File: src/sv/lpbm_pkg.sv
// Shared types and codes for the LRU page buffer manager.
package lpbm_pkg;

    typedef enum logic [2:0] {
        ST_IDLE,
        ST_MATCH,
        ST_PICK,
        ST_LOCATE,
        ST_APPLY,
        ST_RESP
    } state_t;

    typedef enum logic [2:0] {
        OP_NONE,
        OP_DEC,
        OP_DIRTY,
        OP_APPEND,
        OP_MOVE
    } cell_op_t;

    typedef struct packed {
        cell_op_t op;
        logic     dirty_val;
    } cell_ctrl_t;

    localparam logic [2:0] CMD_FIX         = 3'd0;
    localparam logic [2:0] CMD_FIX_NEW     = 3'd1;
    localparam logic [2:0] CMD_UNFIX       = 3'd2;
    localparam logic [2:0] CMD_SET_DIRTY   = 3'd3;
    localparam logic [2:0] CMD_UNSET_DIRTY = 3'd4;

    localparam logic [1:0] STAT_OK         = 2'd0;
    localparam logic [1:0] STAT_NOT_RES    = 2'd1;
    localparam logic [1:0] STAT_ALL_PINNED = 2'd2;

    localparam int CMD_W    = 3;
    localparam int FRAME_W  = 6;
    localparam int COUNT_W  = 7;
    localparam int STATUS_W = 2;

endpackage

File: src/sv/lpbm_cell.sv
// One LRU position of the frame chain: tag, pin count, dirty mark and frame id.
module lpbm_cell #(
    parameter int INDEX     = 0,
    parameter int FRAMES    = 64,
    parameter int PAGE_BITS = 20,
    parameter int PIN_BITS  = 16
) (
    input  logic                         aclk,
    input  lpbm_pkg::cell_ctrl_t         ctrl,
    input  logic [$clog2(FRAMES)-1:0]    sel,
    input  logic [$clog2(FRAMES)-1:0]    last,
    input  logic [$clog2(FRAMES+1)-1:0]  count,
    input  logic [PAGE_BITS-1:0]         page_key,
    input  logic [$clog2(FRAMES)-1:0]    fid_key,
    input  logic [PAGE_BITS-1:0]         nb_tag,
    input  logic [PIN_BITS-1:0]          nb_pin,
    input  logic                         nb_dirty,
    input  logic [$clog2(FRAMES)-1:0]    nb_fid,
    input  logic [PAGE_BITS-1:0]         wr_tag,
    input  logic [PIN_BITS-1:0]          wr_pin,
    input  logic                         wr_dirty,
    input  logic [$clog2(FRAMES)-1:0]    wr_fid,
    output logic [PAGE_BITS-1:0]         tag,
    output logic [PIN_BITS-1:0]          pin,
    output logic                         dirty,
    output logic [$clog2(FRAMES)-1:0]    fid,
    output logic                         tag_match,
    output logic                         unpinned,
    output logic                         fid_match
);
    import lpbm_pkg::*;

    localparam int FW = $clog2(FRAMES);
    localparam int CW = $clog2(FRAMES+1);
    localparam logic [FW-1:0] POS = FW'(INDEX);

    logic [PAGE_BITS-1:0] tag_reg, tag_next;
    logic [PIN_BITS-1:0]  pin_reg, pin_next;
    logic                 dirty_reg, dirty_next;
    logic [FW-1:0]        fid_reg, fid_next;
    logic                 resident;

    assign resident  = CW'(INDEX) < count;
    assign tag_match = resident && (tag_reg == page_key);
    assign unpinned  = resident && (pin_reg == '0);
    assign fid_match = resident && (fid_reg == fid_key);

    assign tag   = tag_reg;
    assign pin   = pin_reg;
    assign dirty = dirty_reg;
    assign fid   = fid_reg;

    always_comb begin
        tag_next   = tag_reg;
        pin_next   = pin_reg;
        dirty_next = dirty_reg;
        fid_next   = fid_reg;
        case (ctrl.op)
            OP_DEC: begin
                if (POS == sel && pin_reg != '0) pin_next = pin_reg - 1'b1;
            end
            OP_DIRTY: begin
                if (POS == sel) dirty_next = ctrl.dirty_val;
            end
            OP_APPEND: begin
                if (POS == sel) begin
                    tag_next   = wr_tag;
                    pin_next   = wr_pin;
                    dirty_next = wr_dirty;
                    fid_next   = wr_fid;
                end
            end
            OP_MOVE: begin
                // close the gap at sel and drop the moved entry at the MRU end
                if (POS == last) begin
                    tag_next   = wr_tag;
                    pin_next   = wr_pin;
                    dirty_next = wr_dirty;
                    fid_next   = wr_fid;
                end else if (POS >= sel && POS < last) begin
                    tag_next   = nb_tag;
                    pin_next   = nb_pin;
                    dirty_next = nb_dirty;
                    fid_next   = nb_fid;
                end
            end
            default: ;
        endcase
    end

    always_ff @(posedge aclk) begin
        tag_reg   <= tag_next;
        pin_reg   <= pin_next;
        dirty_reg <= dirty_next;
        fid_reg   <= fid_next;
    end

endmodule

File: config.mk
export PLATFORM = sky130hd
export DESIGN_NAME = lpbm_cell
export DESIGN_NICKNAME = d
export VERILOG_FILES = /design/src/sv/lpbm_pkg.sv /design/src/sv/lpbm_cell.sv
export SDC_FILE = /design/constraint.sdc
export NUM_CORES = 1
export LEC_CHECK = 0
export BUFFER_PORTS_ARGS = -buffer_cell sky130_fd_sc_hd__buf_4
export CELL_PAD_IN_SITES_DETAIL_PLACEMENT = 1
export CELL_PAD_IN_SITES_GLOBAL_PLACEMENT = 1
export CORE_UTILIZATION = 25
export DETAILED_ROUTE_END_ITERATION = 7
export GPL_TIMING_DRIVEN = 1
export PLACE_DENSITY_LB_ADDON = 0.1
export REMOVE_ABC_BUFFERS = 1
export SLEW_MARGIN = 20
export SYNTH_ARGS = -nofsm -noshare
export SYNTH_HDL_FRONTEND = slang
export SYNTH_SLANG_ARGS = --single-unit
File: constraint.sdc
create_clock -name aclk -period 3.37 [get_ports aclk]
set_input_delay 0.1685 -clock aclk [delete_from_list [all_inputs] [get_ports aclk]]
set_output_delay 0.1685 -clock aclk [all_outputs]
set_load 0.02 [all_outputs]
==> out/results.ini, run 1 <==
[routing]
routed_wl_um = 8770
dr_wl_met2_um = 4410
dr.first_iter.drc_count = 87
vias = 2465
top_layer = met4
wl_met1_um = 3390
drt-pass1-iter-count = 4
vias_per_cell = 4.68
drc = 0
wl_per_cell_um = 16.6
ant_nets = 0
wl_met3_um = 856

[yosys]
ys_seq_area_share_pct = 49.7
synthArstFlopShare_pct = 0
yosys.area.top_type = edfxtp_1
synth_most_common_cell = edfxtp_1
synth.distinct_cells = 40
yosysTopAreaCellShare_pct = 49.7
synthFlopType = edfxtp_1
synth_cells = 211
ys_ff_latch = 43
synth-edff-count = 43
avgSynthCellArea_um2 = 12.3
synth_warnings = 0
ys_top_cells_by_count = edfxtp_1 (43), mux2_2 (26), xor2_1 (23)
netlist_area_um2 = 2600
yosys-top-cells-area = edfxtp_1 (50%), mux2_2 (11%), xor2_1 (7.7%)

[die]
die_w_um = 104
io_pins = 182
core_area_um2 = 9910
initial_core_util_pct = 26.2
die_y_um = 104
std_cell_rows = 36
die_area_um2 = 10800

[power]
leakagePower_nw = 1.72
power_frac_clock_pct = 33.3
power_density_nw_per_um2 = 288
p_comb_share_pct = 17.6
ir_drop_mv = 0.173
switching_share_pct = 21.3
p_int_w = 0.000957
switchingPower_w = 0.000259
p_seq_share_pct = 49.1

[sta]
worst_hold_slack_ps = 149
timing_max_transition_violations_final = 0
worst_pin_slew_ps = 1080
relSlewSlack_pct = 27.0
fmax_mhz = 424
finalCritPeriodShare_pct = 70.0
tns_ps = 0
rsz0062_at_grt = no
fin_skew_ps = 3.81
hold_viol = 0
setup_viol = 0
period_needed_ps = 2360

[cells_and_area]
seq_area_um2 = 1290
antenna_cells = 0
stdcell_count = 527
n_fill_cell = 1111
largest_reg_flops = 20
nets = 531
multi_input_area_um2 = 1270
drive_gt1_share_pct = 57.1
area_growth_pct = 62.5
final_core_util_pct = 42.6

[min_path]
whs_path_depth = 3
hold_path_class = in -> reg

[worst_setup_path]
critPathCapture = pin[1]$_DFFE_PP_
critPathLaunch = pin[0]$_DFFE_PP_
crit_path_end_kind = flip-flop
critical_path.slowest_cell = o221ai_2
crit_path_max_fanout = 9
crit_chain = inv_1 -> ha_1 -> nand2b_1 -> nand4bb_4 -> nor3_1 -> o221ai_2 -> buf_4
critPathKind = reg -> reg
regToRegStartpoint = pin[0]$_DFFE_PP_
worstPathArrival_ps = 2370
critical-path-max-stage-delay_ps = 520
setup.worst_path.start_class = flip-flop
crit_required_ps = 3380
r2r-end = pin[1]$_DFFE_PP_
rr_worst_depth = 7
regToRegSetupSlack_ps = 1010

[placement]
place_hpwl_um = 7040
gp_congestion = 0.732
dp_cells = 520
port_buffers = 181

[global_route]
grt_max_degree = 30
grt.total_usage_pct = 16.2
grt_pass1_wl_um = 13700
gr-total-overflow = 0
grt_pass1_vias = 2742
antenna_found_initial = 0

[clocking]
ctsHoldBuffers = 0
clk_path_buf_depth = 2
post_cts_buffers = 0
cts_tree = yes
cts.sinks = 43
cts-root-buf = clkbuf_8
path_clk_slew_ps = 90
numCtsBuffers = 5
ctsHtreeMaxLevel = 2
clkLatencyLatePin_ps = 290
cts_resized = 0

[run_status]
status = finished clean

[job]
cap_violations = 0

-- worst max-delay path, delay by kind of cell, from the launching register on --
family	cells	cell delay [ps]
adders and majority gates	1	240
buffers and inverters	2	370
and+or+nand+nor	3	450
AOI/OAI and AO/OA	1	520
DFF	1	500
-- through the flow --
stage          setup slack [ps]  total power, W  area [µm²]
2_1_floorplan              34.1        0.000679        2560
4_1_cts                     948         0.00124        4230
3_3_place_gp               1050        0.000821        4120
6_report                   1010         0.00122        4230
5_1_grt                     832         0.00127        4230
3_5_place_dp                905        0.000826        4120
-- cells by family after synthesis --
| family | count (synthesis) | synth area share (%) |
|---|---|---|
| adder cells (fa/ha/maj) | 1 | 0.481 |
| flip-flops | 43 | 49.7 |
| XOR/XNOR | 38 | 12.8 |
| AND/OR/NAND/NOR | 58 | 14.1 |
| multiplexers | 26 | 11.3 |
| AO/OA/AOI/OAI | 34 | 9.58 |
| buffers and inverters | 11 | 2.07 |
-- power by group through the flow --
stage               clock network (W)  registers [W]   logic, W
global placement                    0       0.000609   0.000211
CTS                          0.000424       0.000597   0.000218
floorplan                           0       0.000612  0.0000670
finish                       0.000405       0.000597   0.000213
global route                 0.000443       0.000597   0.000232
detailed placement                  0       0.000609   0.000217
-- per-layer routing --
layer	vias to the layer above	GRT usage, %
li1	1188	-
met1	1164	17.8
met2	106	28.9
met3	7	6.52
met4	0	3.88
met5	-	0
-- layout make-up --
type,instances,share of cell area [%]
clock buffers,6,1.72
clock inverters,1,0.711
inverters,3,0.267
multi-input cells,157,30.1
flip-flops and latches,43,30.6
well taps,133,3.94
repair buffers,184,32.7
-- cells in the final DEF, fill, tap and decap left out, types with 2 or more instances in the layout --
cell type,synthesis,final
buf_4,2,184
clkbuf_8,0,5
nor3_1,9,9
a22oi_1,10,10
o21ai_0,12,11
edfxtp_1,43,43
xnor2_1,15,15
nand2b_1,3,3
nand3_1,3,3
or4_1,3,3
nand2_1,2,2
nand4_1,5,5
inv_1,3,3
nor4_1,10,10
a221o_1,5,5
nor2_1,10,10
xor2_1,23,23
mux2_2,26,26
-- worst min path at each step --
stage                          start           endpoint
after global routing      wr_tag[18]  tag[18]$_DFFE_PP_
after floorplan           wr_pin[15]  pin[15]$_DFFE_PP_
final                     wr_pin[15]  pin[15]$_DFFE_PP_
after detailed placement  wr_pin[15]  pin[15]$_DFFE_PP_
after global placement    wr_pin[15]  pin[15]$_DFFE_PP_
after CTS                 wr_pin[15]  pin[15]$_DFFE_PP_
No activity file was read; power rests on OpenSTA's default activity.
==> run 2: changes to the inputs <==
clock period = 2.25 ns   (was 3.37 ns; I/O delays follow)
==> out/results.ini, run 2 (synthesis gave the netlist of run 1 again) <==
[global_route]
gr-total-overflow = 0  ; unchanged
antenna_found_initial = 0  ; unchanged
grt_pass1_wl_um = 13600  ; -0.81%
grt_max_degree = 35  ; +17%
grt.total_usage_pct = 16.1  ; -0.046 points
grt_pass1_vias = 2641  ; -3.7%

[sta]
finalCritPeriodShare_pct = 95.7
setup_viol = 0  ; unchanged
fin_skew_ps = 3.21  ; -0.604 ps
hold_viol = 0  ; unchanged
worst_hold_slack_ps = 95.4  ; -53.2 ps
worst_pin_slew_ps = 525  ; -559 ps
relSlewSlack_pct = 65.0  ; +38 points
rsz0062_at_grt = no
timing_max_transition_violations_final = 0  ; unchanged
setup_ws_ps = 96.4  ; -916 ps
fmax_mhz = 464
period_needed_ps = 2150

[routing]
routed_wl_um = 8820  ; +0.52%
drc = 0  ; unchanged
ant_nets = 0  ; unchanged
vias = 2453  ; -0.49%
vias_per_cell = 4.60  ; -1.6%
drt-pass1-iter-count = 4  ; unchanged
dr.first_iter.drc_count = 44  ; -49%
wl_per_cell_um = 16.5  ; -0.61%

[worst_setup_path]
critical_path.slowest_cell = edfxtp_1
crit_path_max_fanout = 6  ; -3
rr_worst_depth = 5  ; -2
crit_path_end_kind = primary output
crit_family = simple AND/OR/NAND/NOR gates
regToRegSetupSlack_ps = 210  ; -800 ps
crit_required_ps = 2140  ; -1240 ps
setup.worst_path.start_class = flip-flop
crit_buf_inv = 1  ; -1
crit_chain = or3_4 -> nand4bb_4 -> nor4_1 -> buf_4
critical-path-max-stage-delay_ps = 490  ; -30 ps
regToRegStartpoint = pin[2]$_DFFE_PP_
critPathKind = reg -> out
worstPathArrival_ps = 2040  ; -330 ps
r2r-end = pin[1]$_DFFE_PP_

[power]
power_density_nw_per_um2 = 403  ; +40%
leakagePower_nw = 1.74  ; +1.3%
p_seq_share_pct = 52.0  ; +2.9 points
p_int_w = 0.00133  ; +39%
switching_share_pct = 22.7  ; +1.4 points
power_frac_clock_pct = 29.0  ; -4.3 points
p_comb_share_pct = 19.0  ; +1.4 points
ir_drop_mv = 0.226  ; +31%
switchingPower_w = 0.000391  ; +51%

[clocking]
clkLatencyLatePin_ps = 290  ; about the same
path_clk_slew_ps = 90  ; about the same
ctsHtreeMaxLevel = 2  ; unchanged
cts-root-buf = clkbuf_8
clk_path_buf_depth = 2  ; unchanged
post_cts_buffers = 0  ; unchanged
cts_tree = yes
numCtsBuffers = 5  ; unchanged
cts_resized = 0  ; unchanged
cts.sinks = 43  ; unchanged
ctsHoldBuffers = 0  ; unchanged

[placement]
dp_slack_ps = 181  ; -724 ps
port_buffers = 181  ; unchanged
dp_cells = 525  ; +0.96%
dpl_cell_area_um2 = 4190  ; +1.5%
place_hpwl_um = 7110  ; +1.0%
gp_congestion = 0.802  ; +9.6%

[cells_and_area]
largest_reg_flops = 20  ; unchanged
final_common_cell = buf_4
area_growth_pct = 64.2
stdcell_count = 533  ; +1.1%
final_cell_mix = buf_4 (187), edfxtp_1 (43), mux2_2 (26), xor2_1 (23), xnor2_1 (15)
drive_gt1_share_pct = 57.8  ; +0.64 points
antenna_cells = 0  ; unchanged
nets = 536  ; +0.94%
stdcell_area_um2 = 4270  ; +1.1%

[die]
die_y_um = 104  ; unchanged
initial_core_util_pct = 26.2  ; unchanged
std_cell_rows = 36  ; unchanged
core_area_um2 = 9910  ; unchanged
die_w_um = 104  ; unchanged
die_area_um2 = 10800  ; unchanged
io_pins = 182  ; unchanged

[min_path]
holdCritStartpoint = wr_pin[15]
whs_endpoint = pin[15]$_DFFE_PP_
whs_path_depth = 3  ; unchanged
hold_path_class = in -> reg

[run_status]
status = finished clean

[job]
cap_violations = 0  ; unchanged

[run 2: cell types whose count changed in the layout (fill, tap and decap cells not counted)]
| cell | previous run | this run |
|---|---|---|
| buf_12 | 0 | 2 |
| buf_4 | 184 | 187 |
| bufinv_16 | 1 | 0 |
| clkinv_2 | 0 | 1 |
| clkinvlp_4 | 0 | 1 |
[run 2: routing by layer]
metal	global-route usage, %	up-vias	wire length (µm)
li1	-	1198	-
met1	17.3	1147	3340
met2	29.0	104	4530
met3	6.95	4	851
met4	3.67	0	89
met5	0	-	0
[run 2: power by group through the flow]
stage	clock network (W)	logic, W	registers [W]
floorplan	0	0.000100	0.000917
detailed placement	0	0.000329	0.000912
global route	0.000550	0.000353	0.000895
global placement	0	0.000323	0.000912
finish	0.000499	0.000327	0.000894
CTS	0.000533	0.000331	0.000894
[run 2: worst max path at each step]
stage / startpoint / end / slack [ps] / cells after the start
5_1_grt: pin[2]$_DFFE_PP_ / unpinned / 30 / 4
3_3_place_gp: pin[2]$_DFFE_PP_ / pin[4]$_DFFE_PP_ / 250 / 5
3_5_place_dp: sel[2] / pin[3]$_DFFE_PP_ / 180 / 6
6_report: pin[2]$_DFFE_PP_ / unpinned / 100 / 4
2_1_floorplan: sel[2] / fid[0]$_DFFE_PP_ / -1030 / 4
4_1_cts: pin[2]$_DFFE_PP_ / unpinned / 100 / 4
[run 2: stage by stage]
stage / utilization, % / power, W / setup TNS (ps)
final: 43.1 / 0.00172 / 0
after CTS: 43.1 / 0.00176 / 0
after detailed placement: 42.2 / 0.00124 / 0
after global routing: 43.1 / 0.00180 / 0
after global placement: 42.2 / 0.00124 / 0
after floorplan: - / 0.00102 / -30430
[run 2: layout make-up]
cell class,count,area [µm²]
multi-input combinational,157,1270
sequential,43,1290
clock inverter,2,12.5
timing repair buffer,189,1440
tap,133,166
inverter,3,11.3
fill,1147,5640
clock buffer,6,72.6
[run 2: worst reg2reg max path, stage by stage, from the launching register on]
cell	delay (ps)
edfxtp_1	490
or3_4	460
nand4bb_4	240
nor3_1	230
o221ai_2	130
buf_4	230
